`config.mk`:
```
export PLATFORM = sky130hd
export DESIGN_NAME = hsg_rsp_queue
export DESIGN_NICKNAME = d
export VERILOG_FILES = /design/src/hsg_pkg.sv /design/src/hsg_rsp_queue.sv
export SDC_FILE = /design/constraint.sdc
export NUM_CORES = 1
export LEC_CHECK = 0
export BUFFER_PORTS_ARGS = -buffer_cell sky130_fd_sc_hd__buf_2
export CAP_MARGIN = 10
export CORE_ASPECT_RATIO = 2
export CORE_UTILIZATION = 43
export CTS_CLUSTER_DIAMETER = 120
export CTS_CLUSTER_SIZE = 40
export DETAILED_ROUTE_END_ITERATION = 6
export MAX_ROUTING_LAYER = met4
export PLACE_DENSITY_LB_ADDON = 0.1
export SYNTH_ARGS = -nofsm -noshare
export SYNTH_HDL_FRONTEND = slang
export SYNTH_SLANG_ARGS = --single-unit
export TNS_END_PERCENT = 10
```
`constraint.sdc`:
```
create_clock -name clock -period 40.5 [get_ports clock]
set_input_delay 2.025 -clock clock [delete_from_list [all_inputs] [get_ports clock]]
set_output_delay 2.025 -clock clock [all_outputs]
set_load 0.02 [all_outputs]
```
`src/hsg_pkg.sv`:
```
`timescale 1ns / 1ps

package hsg_pkg;

   localparam int CFG_W       = 13;
   localparam int CSR_INDEX_W = 1;
   localparam int SAMPLE_W    = 16;
   localparam int DIFF_W      = SAMPLE_W + 1;
   localparam int SLOPE_W     = 29;
   localparam int COORD_W     = 12;
   localparam int REQ_TDATA_W = 16;
   localparam int RSP_TDATA_W = 88;

   // result queue, in whole per-sample bundles
   localparam int QUEUE_DEPTH = 8;
   localparam int QPTR_W      = 3;

   // result slots of one sample, in delivery order
   localparam int RES_A = 0;   // pixel one row up
   localparam int RES_B = 1;   // previous pixel of the last row
   localparam int RES_C = 2;   // last pixel of the last row
   localparam int RES_N = 3;

   typedef enum logic [CSR_INDEX_W-1:0] {
      REG_FRAME_WIDTH  = 1'b0,
      REG_FRAME_HEIGHT = 1'b1
   } reg_index_type;

   typedef struct packed {
      logic has_a;      // row above exists
      logic row_gt1;    // bottom neighbor of the upper pixel is the older row
      logic last_row;
      logic col_gt0;
      logic col_gt1;
      logic at_end;     // last column
      logic h_gt1;      // frame has more than one row
   } flags_type;

   typedef struct packed {
      logic signed [SLOPE_W-1:0] slope_x;
      logic signed [SLOPE_W-1:0] slope_y;
      logic [COORD_W-1:0]        col;
      logic [COORD_W-1:0]        row;
      logic                      last;
   } result_type;

   typedef struct packed {
      logic [RES_N-1:0]          mask;
      logic signed [SLOPE_W-1:0] ax;
      logic signed [SLOPE_W-1:0] ay;
      logic signed [SLOPE_W-1:0] bx;
      logic signed [SLOPE_W-1:0] by;
      logic signed [SLOPE_W-1:0] cx;
      logic signed [SLOPE_W-1:0] cy;
      logic [COORD_W-1:0]        col_a;
      logic [COORD_W-1:0]        col_b;
      logic [COORD_W-1:0]        row_a;
      logic [COORD_W-1:0]        row_b;
   } bundle_type;

endpackage

```
`src/hsg_rsp_queue.sv`:
```
`timescale 1ns / 1ps

// queue of per-sample result bundles; unrolls each bundle into single
// results through an output register
module hsg_rsp_queue (
   input  logic                          clock,
   input  logic                          reset,
   input  logic                          push_valid,
   input  hsg_pkg::bundle_type           push_bundle,
   output logic [hsg_pkg::QPTR_W:0]      count,
   output logic                          rsp_valid,
   input  logic                          rsp_ready,
   output hsg_pkg::result_type           rsp_result
);
   import hsg_pkg::*;

   bundle_type       mem_ff [QUEUE_DEPTH];
   logic [QPTR_W-1:0] wr_ptr_ff, wr_ptr_in;
   logic [QPTR_W-1:0] rd_ptr_ff, rd_ptr_in;
   logic [QPTR_W:0]   count_ff, count_in;
   logic [RES_N-1:0]  done_ff, done_in;
   logic              rsp_valid_ff, rsp_valid_in;
   result_type        rsp_result_ff, rsp_result_in;

   bundle_type        head;
   logic [RES_N-1:0]  pend;
   logic [RES_N-1:0]  sel;
   logic              is_last;
   logic              load;
   logic              pop;

   assign head = mem_ff[rd_ptr_ff];
   assign pend = head.mask & ~done_ff;

   always_comb begin
      sel = '0;
      priority if (pend[RES_A]) begin
         sel[RES_A] = 1'b1;
      end else if (pend[RES_B]) begin
         sel[RES_B] = 1'b1;
      end else begin
         sel[RES_C] = 1'b1;
      end
   end

   assign is_last = (pend & ~sel) == '0;
   assign load    = (count_ff != '0) && (!rsp_valid_ff || rsp_ready);
   assign pop     = load && is_last;

   always_comb begin
      rsp_result_in = rsp_result_ff;
      if (load) begin
         priority if (sel[RES_A]) begin
            rsp_result_in.slope_x = head.ax;
            rsp_result_in.slope_y = head.ay;
            rsp_result_in.col     = head.col_a;
            rsp_result_in.row     = head.row_a;
         end else if (sel[RES_B]) begin
            rsp_result_in.slope_x = head.bx;
            rsp_result_in.slope_y = head.by;
            rsp_result_in.col     = head.col_b;
            rsp_result_in.row     = head.row_b;
         end else begin
            rsp_result_in.slope_x = head.cx;
            rsp_result_in.slope_y = head.cy;
            rsp_result_in.col     = head.col_a;
            rsp_result_in.row     = head.row_b;
         end
         rsp_result_in.last = is_last;
      end
   end

   always_comb begin
      rsp_valid_in = rsp_valid_ff;
      if (load) begin
         rsp_valid_in = 1'b1;
      end else if (rsp_ready) begin
         rsp_valid_in = 1'b0;
      end
      done_in   = load ? (is_last ? '0 : (done_ff | sel)) : done_ff;
      wr_ptr_in = push_valid ? wr_ptr_ff + QPTR_W'(1) : wr_ptr_ff;
      rd_ptr_in = pop ? rd_ptr_ff + QPTR_W'(1) : rd_ptr_ff;
      count_in  = count_ff + (QPTR_W+1)'(push_valid) - (QPTR_W+1)'(pop);
   end

   always_ff @(posedge clock) begin
      if (reset) begin
         wr_ptr_ff    <= '0;
         rd_ptr_ff    <= '0;
         count_ff     <= '0;
         done_ff      <= '0;
         rsp_valid_ff <= 1'b0;
      end else begin
         wr_ptr_ff    <= wr_ptr_in;
         rd_ptr_ff    <= rd_ptr_in;
         count_ff     <= count_in;
         done_ff      <= done_in;
         rsp_valid_ff <= rsp_valid_in;
      end
   end

   always_ff @(posedge clock) begin
      if (push_valid) begin
         mem_ff[wr_ptr_ff] <= push_bundle;
      end
      rsp_result_ff <= rsp_result_in;
   end

   assign count      = count_ff;
   assign rsp_valid  = rsp_valid_ff;
   assign rsp_result = rsp_result_ff;

endmodule

```
==> results of run 1 <==
## cells in the final DEF, fill, tap and decap left out, drive strengths merged, types with 3 or more instances in the layout
cell	instances
o21ai	3
inv	7
dfxtp	17
xnor2	3
diode	58
ha	6
nor2b	3
buf	365
a21oi	5
mux2	122
nand2	6
mux4	529
clkbuf	63
mux2i	7
nor2	18
edfxtp	1883
nand2b	5
## logic make-up after synthesis
group | Yosys count | synth area share
xor+xnor | 5 | 0.000612
fa+ha+maj | 8 | 0.00149
buf+inv | 141 | 0.00902
flops | 1900 | 0.795
mux | 658 | 0.190
simple gates | 42 | 0.00290
compound gates | 15 | 0.00135
## cells in the mapped netlist
| cell | n |
|---|---|
| xor2_1 | 2 |
| buf_6 | 10 |
| nor3_1 | 2 |
| nand2_1 | 5 |
| a311o_1 | 1 |
| xnor2_1 | 3 |
| buf_2 | 24 |
| nor3b_1 | 1 |
| inv_1 | 6 |
| mux2_1 | 32 |
| o22ai_1 | 2 |
| a21o_1 | 1 |
| nand2_2 | 1 |
| nand3_1 | 1 |
| ha_1 | 6 |
| mux2i_1 | 7 |
| maj3_2 | 1 |
| mux2_2 | 32 |
| nand2b_1 | 5 |
| or3_1 | 1 |
| and3b_1 | 1 |
| and3_1 | 1 |
| dfxtp_1 | 17 |
| nor4b_1 | 1 |
| a32oi_1 | 1 |
| edfxtp_1 | 1883 |
| a311oi_1 | 2 |
| or2_2 | 1 |
| or2_1 | 1 |
| mux2_4 | 58 |
| a21oi_1 | 5 |
| mux4_2 | 529 |
| fa_1 | 1 |
| buf_1 | 6 |
| clkbuf_1 | 92 |
| nor2_1 | 18 |
| buf_4 | 3 |
| o21ai_0 | 3 |
| nor2b_1 | 3 |
## layout make-up
cell class | count | area (µm²) | share of cell area
Sequential cell | 1900 | 56900 | 0.736
Multi-Input combinational cell | 728 | 14100 | 0.182
Tap cell | 2130 | 2670 | 0.0345
Timing Repair Buffer | 365 | 2090 | 0.0270
Clock buffer | 63 | 1360 | 0.0176
Antenna cell | 58 | 145 | 0.00188
Inverter | 6 | 22.5 | 0.000291
Clock inverter | 1 | 20.0 | 0.000259
## worst max-delay path, delay by kind of cell, from the launching register on
kind	cells	cell delay (ns)
buf+inv	4	2.97
flops	1	0.69
mux	3	1.38
## flip-flops by register name (all words and copies together), names as in the netlist, named ones only
signal	cells
rsp_result	83
wr_ptr_ff	3
mem_ff	1800
rd_ptr_ff	3
rsp_valid	1
count	4
done_ff	3
## where the power goes
group | internal (W) | switching [W]
logic | 0.000469 | 0.000501
registers | 0.00229 | 0.0000463
clock network | 0.000243 | 0.000534
total | 0.00300 | 0.00108
## through the flow
| stage | cells | setup slack [ns] | total power (W) | utilization | hold slack (ns) |
|---|---|---|---|---|---|
| finish | 5251 | 34.68 | 0.00408 | 0.468 | 0.520 |
| global route | 5235 | 34.05 | 0.00425 | 0.468 | 0.546 |
| CTS | 5193 | 34.40 | 0.00416 | 0.467 | 0.525 |
| detailed placement | 5129 | 34.16 | 0.00339 | 0.458 | 0.491 |
| global placement | 5129 | 34.22 | 0.00337 | 0.458 | 0.485 |
| floorplan | 2769 | 22.15 | 0.00310 | - | 0.450 |
## metal layers
layer	GRT usage	vias up
met5	-	-
met4	0.0305	0
met3	0.0372	129
met2	0.327	633
met1	0.241	16400
li1	-	12500
## worst min path at each step
| stage | depth (start not counted) | slack [ns] | endpoint | start |
|---|---|---|---|---|
| after global placement | 2 | 0.48 | done_ff[1] | done_ff[1] |
| after global routing | 1 | 0.55 | done_ff[2] | done_ff[2] |
| after CTS | 2 | 0.52 | done_ff[1] | done_ff[1] |
| final | 2 | 0.52 | rsp_valid | rsp_valid |
| after floorplan | 2 | 0.45 | done_ff[1] | done_ff[1] |
| after detailed placement | 2 | 0.49 | done_ff[1] | done_ff[1] |
==> flow_summary.ini, run 1 <==
[run_status]
status = completed

[worst_setup_path]
cpPeakStageDelay_ns = 0.83
worstReg2RegEnd = rsp_result[78]
rrSetupSlack_ns = 34.68
critPathKind = flop to flop
setup.worst_path.end_class = flop
cp_max_fo = 114
crit_chain = buf_12, buf_4, buf_4, buf_12, mux4_2, mux2_1, mux4_2
rr_worst_depth = 7
cp-start-kind = flop
crit_path_top_delay_cell = buf_4
worstSetupEndpoint = rsp_result[78]
arrival_ns = 6.29
cp.required_ns = 40.97

[clocking]
root_buffer = clkbuf_16
clkTransAtPathRegs_ns = 0.14
cts_tree = yes
cts_setup_buffers = 0
cts_sinks = 1900
cts_made_buffers = 53
htree_levels = 2
cts.path.max_buffers = 3
cts_resized = 0
clk_latency_ns = 0.73
hold_buffers = 0

[placement]
io_buffers = 316
hpwl_um = 82800
dpl_cell_area_um2 = 75800
gp_congestion = 0.713

[logic_synthesis]
synth_cell_type_count = 39
synth_top_area_cell = edfxtp_1
ys_seq_elements = 1900
syn_area_per_cell_um2 = 25.8
synth_area_um2 = 71600
ys_top_cells_by_area = edfxtp_1, mux4_2, mux2_4
ys_warn_count = 0
netlist.area_leader.share = 0.790
syn-num-nets = 3005
ys_seq_area_frac = 0.795
syn_inst = 2769

[routing]
wl_met1_um = 63100
drtPass1Iterations = 5
ant_nets = 0
vias_per_cell = 5.65
vias = 29700
wl_per_cell_um = 29.4
wl_met2_um = 79800
route.met3.wl_um = 9500
route.detailed.drc = 0
drtIter0Drc = 2075
top_layer = met4
wirelength_um = 155000

[layout]
drive_above_1_share = 0.344
fin_nets = 3290
area_growth_pct = 8.03
final_area_um2 = 77300
fillers = 13400

[global_route]
grt_max_degree = 136
grt_util_all_layers = 0.191
grt_first_pass_wirelength_um = 226000
grt_antenna_before_repair = 81
grt_remaining_overflow = 0
grt_pass1_vias = 32300

[timing]
finalSetupViolCount = 0
rsz0062_at_grt = false
finalCriticalPeriod_ns = 5.82
fin_crit_sh = 0.144
setup_tns_ns = 0
slew_violations = 0
slew_headroom = 0.292
fmax_mhz = 172
worstMarginPinSlew_ns = 1.06
hold_viol_final = 0
fin_skew_ns = 0.0280

[die]
dieArea_um2 = 168000
core_area_um2 = 165000
io_pins = 317
die_h_um = 579
initial_core_util = 0.433
die_width_um = 290
fp-row-count = 211

[power_and_ir_drop]
power.density_nw_per_um2 = 52.8
vdd_drop_max_mv = 0.0979
p_leak_nw = 23.4

[job]
cap_violations = 0

[hold_path]
hold_class = flop to flop
Power figures use the tool's default switching activity.
==> run 2, diff against run 1 <==
--- a/config.mk
+++ b/config.mk
@@ -5,6 +5,7 @@
 export SDC_FILE = /design/constraint.sdc
 export NUM_CORES = 1
 export LEC_CHECK = 0
+export ABC_AREA = 1
 export BUFFER_PORTS_ARGS = -buffer_cell sky130_fd_sc_hd__buf_2
 export CAP_MARGIN = 10
 export CORE_ASPECT_RATIO = 2
==> constraint.sdc (replaced) <==
create_clock -name clock -period 5.3 [get_ports clock]
set_input_delay 0.265 -clock clock [delete_from_list [all_inputs] [get_ports clock]]
set_output_delay 0.265 -clock clock [all_outputs]
set_load 0.02 [all_outputs]
==> flow_summary.ini, run 2 <==
[power_and_ir_drop]
pwr-share-comb = 0.304
swShare = 0.352
pwr-share-seq = 0.519
p_int_w = 0.0223
vdd_drop_max_mv = 0.467
clkPwrFrac = 0.177
power.density_nw_per_um2 = 425
power_switching_w = 0.0121
p_leak_nw = 26.8

[global_route]
grt_pass1_vias = 44500
grt_util_all_layers = 0.232
grt_max_degree = 201
grt_antenna_before_repair = 43
grt_first_pass_wirelength_um = 289000
grt_remaining_overflow = 0

[clocking]
cts_made_buffers = 53
clkTransAtPathRegs_ns = 0.14
cts_sinks = 1900
cts_setup_buffers = 0
root_buffer = clkbuf_16
htree_levels = 2
cts.path.max_buffers = 3
cts_tree = yes
clk_latency_ns = 0.75
cts_resized = 0

[logic_synthesis]
netlist.area_leader.share = 0.771
ys_warn_count = 0
synth_most_common_cell = edfxtp_1
ys_seq_area_frac = 0.776
ys_async_sr_fraction = 0
synth_top_area_cell = edfxtp_1
synth_common_cells = edfxtp_1, nor2_1, o21ai_0
synth-edff-count = 1883
synth-main-ff-cell = edfxtp_1
ys_seq_elements = 1900
syn-num-nets = 5656
synth_cell_type_count = 30
syn_area_per_cell_um2 = 13.5
ys_top_cells_by_area = edfxtp_1, o21ai_0, nor2_1
synth_area_um2 = 73300
syn_inst = 5420

[timing]
fin_crit_sh = 0.668
worstMarginPinSlew_ns = 1.08
slew_violations = 0
fin_skew_ns = 0.0277
setup_tns_ns = 0
finalCriticalPeriod_ns = 3.54
hold_viol_final = 0
slew_headroom = 0.283
rsz0062_at_grt = false
fmax_mhz = 282
finalSetupViolCount = 0

[layout]
fin_nets = 5964
top_register = mem_ff
final_area_um2 = 81000
layout_common_cells = edfxtp_1, nor2_1, o21ai_0
area_growth_pct = 10.5
final_common_cell = edfxtp_1
fin_cells = 8053
drive_above_1_share = 0.0821
largest_reg_flops = 1800

[routing]
vias = 44800
drtIter0Drc = 3347
drtPass1Iterations = 5
wl_per_cell_um = 24.3
vias_per_cell = 5.57
route.detailed.drc = 0
ant_nets = 0
wirelength_um = 196000

[die]
die_width_um = 294
dieArea_um2 = 172000
initial_core_util = 0.433
fp-row-count = 214
core_area_um2 = 169000
io_pins = 317
die_h_um = 586

[job]
cap_violations = 0

[worst_setup_path]
arrival_ns = 4.16
critPathKind = flop to flop
cp_max_fo = 160
cp-start-kind = flop
cp.required_ns = 5.92
setup.worst_path.end_class = flop

[placement]
gp_congestion = 0.748
io_buffers = 316
hpwl_um = 102000
dpl_cell_area_um2 = 77200
dp.cells = 7713

[hold_path]
hold_class = input port to flop

[run_status]
status = completed
run 2: changes by cell type after synthesis, moves of 138 or more:
| cell | before | now |
|---|---|---|
| o22ai_1 | 2 | 348 |
| clkbuf_1 | 92 | 230 |
| nand2_1 | 5 | 760 |
| mux4_2 | 529 | 0 |
| nor2_1 | 18 | 868 |
| o21ai_0 | 3 | 848 |
run 2: timing repair:
item,CTS,global route
endpoints found under the hold margin,1808,0
setup endpoints to repair,0,0
hold buffers,228,0
run 2: area by class of cell:
type                       instances  area, µm²
antenna                           45        113
clock buffer                      65       1410
clock inverter                     2       28.8
fill                           14900      88500
inverter                          37        174
multi-input combinational       3119      14800
sequential                      1900      56900
tap                             2268       2840
timing repair buffer             617       4770
run 2: path summary, 6_finish.rpt:
check | to | depth (start not counted) | slack (ns) | start
max | rsp_result[42] | 9 | 1.76 | flop
min | count[1] | 3 | 0.29 | reset
max reg2reg | rsp_result[42] | 9 | 1.76 | flop
min reg2reg | done_ff[2] | 2 | 0.46 | done_ff[2]
run 2: worst max-delay path: stages (launching register included):
cell,delay (ns)
dfxtp_4,0.54
inv_8,0.38
buf_4,0.74
buf_12,0.64
o21ai_0,0.21
o22ai_1,0.16
nand2_1,0.07
nand2_1,0.21
nand2_1,0.08
nand3_1,0.08
run 2: kinds of logic (layout without fill, tap and decap cells):
group | Yosys count | count (layout) | share of synthesized area
other | 0 | 45 | 0
muxes | 48 | 48 | 0.00655
and+or+nand+nor | 1758 | 1758 | 0.0926
AOI/OAI and AO/OA | 1304 | 1304 | 0.0999
xor gates and xnor gates | 2 | 2 | 0.000239
adders and majority gates | 7 | 7 | 0.00130
buffers and inverters | 401 | 721 | 0.0236
DFF | 1900 | 1900 | 0.776
run 2: per-layer routing:
layer / track usage / wire length (µm) / share of wire
met5: - / 0 / 0
met4: 0.0533 / 4040 / 0.021
met3: 0.0339 / 10300 / 0.053
met2: 0.384 / 96600 / 0.49
met1: 0.302 / 84800 / 0.43
run 2: per-stage QoR:
step	worst slack (ns)	hold WS, ns	utilization	total power (W)
global route	1.44	0.281	0.478	0.0362
finish	1.76	0.291	0.478	0.0345
CTS	1.77	0.251	0.477	0.0348
floorplan	-1.70	0.332	-	0.0248
detailed placement	1.80	0.443	0.455	0.0287
global placement	1.80	0.442	0.455	0.0286
run 2: power groups by stage:
stage          combinational, W  sequential, W  clock [W]
5_1_grt                  0.0116         0.0179    0.00669
2_1_floorplan           0.00614         0.0186          0
6_report                 0.0105         0.0179    0.00611
3_5_place_dp             0.0105         0.0182          0
4_1_cts                  0.0106         0.0179    0.00632
3_3_place_gp             0.0104         0.0182          0
